$ cat config.mk
export PLATFORM = sky130hd
export DESIGN_NAME = median_outlier_gate_top
export DESIGN_NICKNAME = d
export VERILOG_FILES = /design/src/rtl/mog_pkg.sv /design/src/rtl/mog_rank.sv /design/src/rtl/mog_check.sv /design/src/rtl/median_outlier_gate_top.sv
export VERILOG_INCLUDE_DIRS = /design/src /design/src/rtl
export SDC_FILE = /design/constraint.sdc
export NUM_CORES = 2
export LEC_CHECK = 0
export BUFFER_PORTS_ARGS = -buffer_cell sky130_fd_sc_hd__buf_4
export CORE_AREA = 10 10 240 242
export CTS_CLUSTER_SIZE = 16
export DETAILED_ROUTE_END_ITERATION = 7
export DIE_AREA = 0 0 250 252
export GPL_TIMING_DRIVEN = 1
export PLACE_DENSITY = 0.74
export SYNTH_ARGS = -nofsm -noshare
export SYNTH_HDL_FRONTEND = slang
export SYNTH_SLANG_ARGS = --single-unit
export TNS_END_PERCENT = 30
$ cat constraint.sdc
create_clock -name clock -period 23.3 [get_ports clock]
set_clock_uncertainty 0.15 [all_clocks]
set_input_delay 4.66 -clock clock [delete_from_list [all_inputs] [get_ports clock]]
set_output_delay 4.66 -clock clock [all_outputs]
set_load 0.03 [all_outputs]
$ cat src/rtl/assert_macros.svh
// assertion macros used by median_outlier_gate_top
`ifndef ASSERT_MACROS_SVH
`define ASSERT_MACROS_SVH

// plain property checked on every rising clock edge outside reset
`define MOG_ASSERT(lbl, clk, rst, prop, msg) \
   lbl: assert property (@(posedge clk) disable iff (rst) (prop)) else $error(msg);

// overlapping implication checked outside reset
`define MOG_ASSERT_IMP(lbl, clk, rst, ante, cons, msg) \
   lbl: assert property (@(posedge clk) disable iff (rst) (ante) |-> (cons)) else $error(msg);

// next-cycle implication checked outside reset
`define MOG_ASSERT_NEXT(lbl, clk, rst, ante, cons, msg) \
   lbl: assert property (@(posedge clk) disable iff (rst) (ante) |=> (cons)) else $error(msg);

`endif

$ cat src/rtl/mog_pkg.sv
// shared types and constants of the median outlier gate
package mog_pkg;

   localparam int SAMPLE_W = 32;
   localparam int DEV_W    = 31;
   localparam int CSR_IDX_W = 2;

   typedef logic signed [SAMPLE_W-1:0] sample_type;
   typedef logic [DEV_W-1:0]           dev_type;
   typedef logic [CSR_IDX_W-1:0]       csr_idx_type;

   localparam csr_idx_type REG_UPPER_LIMIT       = 2'd0;
   localparam csr_idx_type REG_LOWER_LIMIT       = 2'd1;
   localparam csr_idx_type REG_ALLOWED_DEVIATION = 2'd2;

   localparam sample_type UPPER_RESET = 32'sh7FFF_FFFF;
   localparam sample_type LOWER_RESET = 32'sh8000_0000;
   localparam dev_type    DEV_RESET   = 31'h7FFF_FFFF;

   typedef struct packed {
      logic       sample_ok;
      sample_type median;
   } check_type;

endpackage

$ cat src/rtl/mog_rank.sv
// ranks one candidate entry against every ring entry in parallel
module mog_rank #(
   parameter int RING_DEPTH = 8
) (
   input  mog_pkg::sample_type candidate,
   input  mog_pkg::sample_type ring [RING_DEPTH],
   output logic                cand_zero,
   output logic [$clog2(RING_DEPTH+2)-1:0] abs_score
);

   localparam int CW = $clog2(RING_DEPTH + 2);

   logic [CW-1:0]        gt_count;
   logic [CW-1:0]        lt_count;
   logic signed [CW:0]   score;

   always_comb begin
      gt_count = '0;
      lt_count = '0;
      for (int j = 0; j < RING_DEPTH; j++) begin
         gt_count = gt_count + CW'(candidate > ring[j]);
         lt_count = lt_count + CW'(candidate < ring[j]);
      end
      score = $signed({1'b0, gt_count}) - $signed({1'b0, lt_count});
   end

   assign cand_zero = (candidate == '0);
   assign abs_score = score[CW] ? CW'(-score) : score[CW-1:0];

endmodule

$ cat src/rtl/mog_check.sv
// distance check of a sample against the chosen median
module mog_check (
   input  mog_pkg::sample_type sample,
   input  mog_pkg::sample_type median,
   input  logic                in_range,
   input  mog_pkg::dev_type    allowed_deviation,
   output mog_pkg::check_type  result
);

   logic signed [mog_pkg::SAMPLE_W:0] diff;
   logic [mog_pkg::SAMPLE_W:0]        abs_diff;

   always_comb begin
      diff     = {sample[mog_pkg::SAMPLE_W-1], sample} - {median[mog_pkg::SAMPLE_W-1], median};
      abs_diff = diff[mog_pkg::SAMPLE_W] ? -diff : diff;
      result.sample_ok = in_range && (abs_diff <= {2'b00, allowed_deviation});
      result.median    = in_range ? median : '0;
   end

endmodule

$ cat src/rtl/median_outlier_gate_top.sv
// Median outlier gate: each sample beat is written into a ring of the last RING_DEPTH
// samples and then checked against the ring's median. One comparator bank ranks one
// ring entry per cycle against all entries; an in-range sample passes the rank state,
// one step per ring entry, then the distance check, while an out-of-range sample goes
// straight to the check. The input stalls until the result is handed to the output
// register, so a new beat is not taken before the last one's result has reached it;
// that register holds the result while the next beat is taken in.
`include "assert_macros.svh"

module median_outlier_gate_top #(
   parameter int RING_DEPTH = 8
) (
   input  logic                     clock,
   input  logic                     reset,
   input  logic                     req_valid,
   output logic                     req_stall,
   input  logic signed [31:0]       req_sample,
   output logic                     rsp_valid,
   input  logic                     rsp_stall,
   output logic                     rsp_sample_ok,
   output logic                     rsp_ring_full,
   output logic signed [31:0]       rsp_median_seen,
   input  logic                     csr_valid,
   output logic                     csr_ready,
   input  logic [1:0]               csr_index,
   input  logic [31:0]              csr_data
);

   localparam int IW   = (RING_DEPTH > 1) ? $clog2(RING_DEPTH) : 1;
   localparam int CW   = $clog2(RING_DEPTH + 2);
   localparam int HALF = RING_DEPTH / 2;

   localparam logic [1:0] ST_IDLE  = 2'd0;
   localparam logic [1:0] ST_RANK  = 2'd1;
   localparam logic [1:0] ST_CHECK = 2'd2;

   logic [1:0] state_ff, state_in;

   mog_pkg::sample_type ring_ff [RING_DEPTH];
   logic [IW-1:0]       slot_ff, slot_in;
   logic                wrapped_ff, wrapped_in;

   mog_pkg::sample_type upper_ff, lower_ff;
   mog_pkg::dev_type    dev_ff;

   mog_pkg::sample_type sample_ff, sample_in;
   logic                in_range_ff, in_range_in;
   logic                full_ff, full_in;
   logic [IW-1:0]       idx_ff, idx_in;
   logic [CW-1:0]       zeros_ff, zeros_in;
   logic [CW-1:0]       best_ff, best_in;
   mog_pkg::sample_type med_ff, med_in;

   logic                rsp_valid_ff, rsp_valid_in;
   logic                ok_ff;
   logic                full_out_ff;
   mog_pkg::sample_type med_out_ff;

   logic                req_beat;
   logic                out_free;
   logic                cand_zero;
   logic [CW-1:0]       abs_score;
   logic                last_wrap;
   logic                in_range_now;
   mog_pkg::check_type  check;

   assign req_stall = (state_ff != ST_IDLE);
   assign req_beat  = req_valid && !req_stall;
   assign out_free  = !rsp_valid_ff || !rsp_stall;
   assign csr_ready = 1'b1;

   assign last_wrap    = (slot_ff == IW'(RING_DEPTH - 1));
   assign in_range_now = (req_sample <= upper_ff) && (req_sample >= lower_ff);

   mog_rank #(
      .RING_DEPTH (RING_DEPTH)
   ) u_rank (
      .candidate (ring_ff[idx_ff]),
      .ring      (ring_ff),
      .cand_zero (cand_zero),
      .abs_score (abs_score)
   );

   mog_check u_check (
      .sample            (sample_ff),
      .median            (med_ff),
      .in_range          (in_range_ff),
      .allowed_deviation (dev_ff),
      .result            (check)
   );

   always_comb begin
      state_in    = state_ff;
      slot_in     = slot_ff;
      wrapped_in  = wrapped_ff;
      sample_in   = sample_ff;
      in_range_in = in_range_ff;
      full_in     = full_ff;
      idx_in      = idx_ff;
      zeros_in    = zeros_ff;
      best_in     = best_ff;
      med_in      = med_ff;
      rsp_valid_in = rsp_valid_ff && rsp_stall;
      case (state_ff)
         ST_IDLE: begin
            if (req_beat) begin
               slot_in     = last_wrap ? '0 : slot_ff + 1'b1;
               wrapped_in  = wrapped_ff || last_wrap;
               sample_in   = req_sample;
               in_range_in = in_range_now;
               full_in     = wrapped_ff || last_wrap;
               idx_in      = '0;
               zeros_in    = '0;
               best_in     = CW'(RING_DEPTH + 1);
               med_in      = '0;
               state_in    = in_range_now ? ST_RANK : ST_CHECK;
            end
         end
         ST_RANK: begin
            zeros_in = zeros_ff + CW'(cand_zero);
            if (!cand_zero && (abs_score < best_ff)) begin
               best_in = abs_score;
               med_in  = ring_ff[idx_ff];
            end
            if (idx_ff == IW'(RING_DEPTH - 1)) begin
               if (zeros_in >= CW'(HALF)) begin
                  med_in = '0;
               end
               state_in = ST_CHECK;
            end else begin
               idx_in = idx_ff + 1'b1;
            end
         end
         ST_CHECK: begin
            if (out_free) begin
               rsp_valid_in = 1'b1;
               state_in     = ST_IDLE;
            end
         end
         default: begin
            state_in = ST_IDLE;
         end
      endcase
   end

   always_ff @(posedge clock) begin
      if (reset) begin
         state_ff     <= ST_IDLE;
         slot_ff      <= '0;
         wrapped_ff   <= 1'b0;
         rsp_valid_ff <= 1'b0;
         upper_ff     <= mog_pkg::UPPER_RESET;
         lower_ff     <= mog_pkg::LOWER_RESET;
         dev_ff       <= mog_pkg::DEV_RESET;
         for (int k = 0; k < RING_DEPTH; k++) begin
            ring_ff[k] <= '0;
         end
      end else begin
         state_ff     <= state_in;
         slot_ff      <= slot_in;
         wrapped_ff   <= wrapped_in;
         rsp_valid_ff <= rsp_valid_in;
         if (req_beat) begin
            ring_ff[slot_ff] <= req_sample;
         end
         if (csr_valid && csr_ready) begin
            case (csr_index)
               mog_pkg::REG_UPPER_LIMIT:       upper_ff <= csr_data;
               mog_pkg::REG_LOWER_LIMIT:       lower_ff <= csr_data;
               mog_pkg::REG_ALLOWED_DEVIATION: dev_ff   <= csr_data[mog_pkg::DEV_W-1:0];
               default: begin
               end
            endcase
         end
      end
   end

   always_ff @(posedge clock) begin
      sample_ff   <= sample_in;
      in_range_ff <= in_range_in;
      full_ff     <= full_in;
      idx_ff      <= idx_in;
      zeros_ff    <= zeros_in;
      best_ff     <= best_in;
      med_ff      <= med_in;
      if ((state_ff == ST_CHECK) && out_free) begin
         ok_ff       <= check.sample_ok;
         full_out_ff <= full_ff;
         med_out_ff  <= check.median;
      end
   end

   assign rsp_valid       = rsp_valid_ff;
   assign rsp_sample_ok   = ok_ff;
   assign rsp_ring_full   = full_out_ff;
   assign rsp_median_seen = med_out_ff;

   // sequencing checks
   `MOG_ASSERT_NEXT(a_accept_busy, clock, reset, req_beat, state_ff != ST_IDLE, "accepted beat left sequencer idle")
   `MOG_ASSERT_IMP(a_rsp_from_check, clock, reset, $rose(rsp_valid_ff), $past(state_ff) == ST_CHECK, "result appeared outside check")
   `MOG_ASSERT(a_slot_range, clock, reset, slot_ff <= IW'(RING_DEPTH - 1), "write slot beyond ring")
   `MOG_ASSERT_NEXT(a_rsp_hold, clock, reset, rsp_valid_ff && rsp_stall, rsp_valid_ff && $stable(ok_ff) && $stable(full_out_ff) && $stable(med_out_ff), "stalled result beat changed")

endmodule

==> flow_metrics.py <==
metrics = {
    "outcome": {
        "status": "completed",
    },
    "setup_path": {
        "crit_fanout": 44,
        "critical_path.slowest_cell": "buf_4",
        "reg2reg_from": "idx_ff[0]",
        "critPathRequiredTime_ns": 23.50,
        "crit_arrival_ns": 10.70,
        "reg2reg_depth": 32,
        "r2r-end": "med_ff[12]",
        "slowest_delay_ns": 0.76,
        "critical_path_class": "register to register",
        "crit_path_start_kind": "register",
        "rrSetupSlack_ns": 12.80,
        "cp-end-kind": "register",
    },
    "yosys": {
        "ys_types": 91,
        "synth_xor_area_share_pct": 1.456,
        "muxShareOfSynthArea_pct": 7.162,
        "async_reset_ff_share_pct": 0,
        "syn_nets": 4173,
        "synth_top_family_by_area": "simple AND/OR/NAND/NOR gates",
        "yosys_warnings": 0,
        "synth_adder_area_share_pct": 16.80,
        "synth-edff-count": 111,
        "syn_area_per_cell_um2": 8.480,
        "syn_area_um2": 31270,
        "synth-simple-area-share_pct": 16.93,
        "synthFlopType": "dfxtp_1",
        "synth_compound_area_share_pct": 16.42,
        "synthCells": 3688,
        "synth-seq-cells": 469,
        "yosysSeqAreaShare_pct": 33.58,
    },
    "timing": {
        "setup_viol": 0,
        "fin_crit_ns": 10.50,
        "period_share_pct": 45.06,
        "slew_headroom_pct": 28.85,
        "hold_viol_final": 0,
        "setup_tns_ns": 0,
        "max_clock_freq_mhz": 95.25,
        "tightest_slew_ns": 1.065,
        "rsz0062_at_grt": "no",
        "worst_slack_ns": 12.80,
        "maxSlewViolCount": 0,
    },
    "pwr": {
        "swShare_pct": 46.25,
        "pwr_density_cell_nw_per_um2": 175.3,
        "seq_power_share_pct": 16.4,
        "comb_power_share_pct": 69.2,
        "internal_power_mw": 3.224,
        "clkPwrFrac_pct": 14.4,
        "total_power_mw": 5.997,
        "switching_power_mw": 2.773,
        "leakagePower_nw": 14.30,
        "ir_drop_uv": 1067,
    },
    "min_path": {
        "min_from": "full_ff",
        "hold_class": "register to register",
        "holdPathStages": 0,
        "min_to": "rsp_ring_full",
    },
    "cells_and_area": {
        "nets": 4174,
        "area_delta_synth_final_pct": 9.366,
        "finalInstanceArea_um2": 34200,
        "layout_common_cells": "nand2_1 (704), inv_1 (414), a21oi_1 (405)",
        "drive_gt1_share_pct": 9.837,
        "final_core_util_pct": 65.21,
        "nFillCells": 4495,
        "final_common_cell": "nand2_1",
    },
    "place": {
        "placed_cell_area_um2": 32420,
        "hpwl_um": 69550,
        "port-buffer-count": 106,
        "globalplace.congestion": 0.9817,
        "preCtsSetupSlack_ns": 12.81,
    },
    "floorplan": {
        "die_area_um2": 63000,
        "rows": 84,
        "start_util_pct": 59.63,
        "io_pins": 108,
        "die_y_um": 252,
        "die_width_um": 250,
        "fp.coreArea_um2": 52450,
    },
    "clock_tree": {
        "root_buffer": "clkbuf_16",
        "holdBufCountCts": 0,
        "clk_pin_slew_worst_paths_ns": 0.06,
        "cts_resized": 0,
        "cts_tree": "built",
        "htreeDepth": 2,
        "cts_made_buffers": 52,
        "post_cts_buffers": 0,
        "cts_buffer_depth": 3,
        "cts_sinks": 469,
        "clock_latency_ns": 0.62,
    },
    "global_route": {
        "grt_max_degree": 93,
        "grt_pass1_vias": 25320,
        "overflow": 0,
        "antenna_found_initial": 0,
        "grt_pass1_wl_um": 147500,
        "track_usage_pct": 29.40,
    },
    "route": {
        "first_pass_iters": 6,
        "drt_iter0_drc": 2762,
        "drt-wirelength-per-cell_um": 21.71,
        "ant_nets": 0,
        "vias_per_cell": 6.100,
        "vias": 26960,
        "drc": 0,
        "routed_wl_um": 95940,
    },
    "flow_run": {
        "drv_cap": 0,
    },
}
[logic make-up (layout without fill, tap and decap cells)]
| kind of cell | count (synthesis) | count (layout) |
|---|---|---|
| buf+inv | 610 | 653 |
| other cells | 1 | 2 |
| mux | 139 | 139 |
| flops | 469 | 469 |
| simple gates | 1183 | 1183 |
| compound gates | 820 | 820 |
| xor+xnor | 52 | 52 |
| fa+ha+maj | 414 | 414 |
[layer usage]
| layer | wire length (um) | vias up | share of wire (%) | track usage [%] |
|---|---|---|---|---|
| met3 | 8118 | 238 | 8.5 | 3.721 |
| met1 | 41840 | 12830 | 44 | 41.00 |
| met4 | 3899 | 0 | 4.1 | 11.43 |
| met2 | 42080 | 1178 | 44 | 45.72 |
| li1 | - | 12720 | - | - |
| met5 | 0 | - | 0 | 0 |
[power groups by stage]
stage / Combinational (mW) / Sequential, mW / Clock, mW
finish: 4.15 / 0.984 / 0.864
global route: 4.48 / 0.986 / 0.901
CTS: 4.07 / 0.982 / 0.869
detailed placement: 4.04 / 0.999 / 0
global placement: 3.99 / 0.998 / 0
floorplan: 3.20 / 0.975 / 0
[final cells by class]
type | instances | area (um^2) | area share, %
antenna | 1 | 2.502 | 0.007317
clock buffer | 73 | 1525 | 4.459
clock inverter | 23 | 251.5 | 0.7353
inverter | 414 | 1554 | 4.544
multi-input combinational | 2609 | 18430 | 53.88
sequential | 469 | 10500 | 30.70
tap | 688 | 860.8 | 2.517
timing repair buffer | 143 | 1081 | 3.161
[state kept, by name, indices dropped and copies added (netlist names), 2 cells and up]
register	flops
state_ff	2
slot_ff	3
idx_ff	3
zeros_ff	4
rsp_median_seen	32
dev_ff	31
med_ff	32
ring_ff	256
upper_ff	32
best_ff	4
sample_ff	32
lower_ff	32
[worst max-delay path: cells and delay by family (launching register included)]
family          cells  cell delay, ns
mux                 3            1.28
simple gates        3            0.23
fa+ha+maj           8            3.33
xor+xnor            1            0.28
compound gates     13            2.79
buf+inv             4            1.82
flops               1            0.33
[synth_stat cells (5+ instances only)]
| cell type | n | share of area (%) |
|---|---|---|
| o211ai_1 | 44 | 1.1 |
| a21boi_0 | 8 | 0.19 |
| nand4_1 | 75 | 1.5 |
| or4_1 | 5 | 0.12 |
| or3_1 | 13 | 0.26 |
| o21ai_1 | 5 | 0.080 |
| nor4_1 | 15 | 0.30 |
| and3_1 | 6 | 0.12 |
| dfxtp_1 | 358 | 23 |
| edfxtp_1 | 111 | 11 |
| and4_1 | 6 | 0.17 |
| buf_2 | 20 | 0.32 |
| nand3b_1 | 5 | 0.12 |
| nor2b_1 | 43 | 0.86 |
| ha_1 | 404 | 16 |
| o221ai_1 | 5 | 0.14 |
| a21o_1 | 116 | 2.8 |
| and2_1 | 47 | 0.94 |
| nor3_1 | 24 | 0.38 |
| inv_1 | 414 | 5.0 |
| o21a_1 | 45 | 1.1 |
| clkbuf_2 | 27 | 0.43 |
| a211o_1 | 33 | 0.92 |
| or2_2 | 6 | 0.12 |
| o21ai_0 | 68 | 1.1 |
| a211oi_1 | 11 | 0.26 |
| a21oi_1 | 406 | 6.5 |
| fa_1 | 10 | 0.64 |
| o21bai_1 | 5 | 0.12 |
| mux4_2 | 64 | 4.6 |
| nand3_1 | 29 | 0.46 |
| nor2_1 | 154 | 1.8 |
| buf_6 | 5 | 0.18 |
| o31ai_1 | 7 | 0.17 |
| xnor2_1 | 35 | 0.98 |
| a31oi_1 | 10 | 0.20 |
| mux2i_1 | 37 | 1.2 |
| clkbuf_1 | 139 | 1.7 |
| nand2_1 | 704 | 8.5 |
| mux2_2 | 38 | 1.4 |
| a221oi_1 | 7 | 0.20 |
| nand2b_1 | 28 | 0.56 |
| xor2_1 | 17 | 0.48 |
[how the worst max path moves through the flow]
stage | from | end | slack, ns | cells after the start
CTS | idx_ff[0] | med_ff[12] | 12.77 | 32
global route | idx_ff[0] | med_ff[31] | 12.10 | 34
global placement | idx_ff[0] | best_ff[0] | 12.94 | 32
detailed placement | idx_ff[0] | best_ff[0] | 12.81 | 32
finish | idx_ff[0] | med_ff[12] | 12.80 | 32
floorplan | idx_ff[0] | med_ff[10] | 14.21 | 32
[stage by stage]
step,std cells,hold WS [ns]
after floorplan,3688,0.2503
after global placement,4323,0.2577
after detailed placement,4323,0.2552
after CTS,4419,0.2692
after global routing,4419,0.2860
final,4420,0.2680
Power figures use the tool's default switching activity.
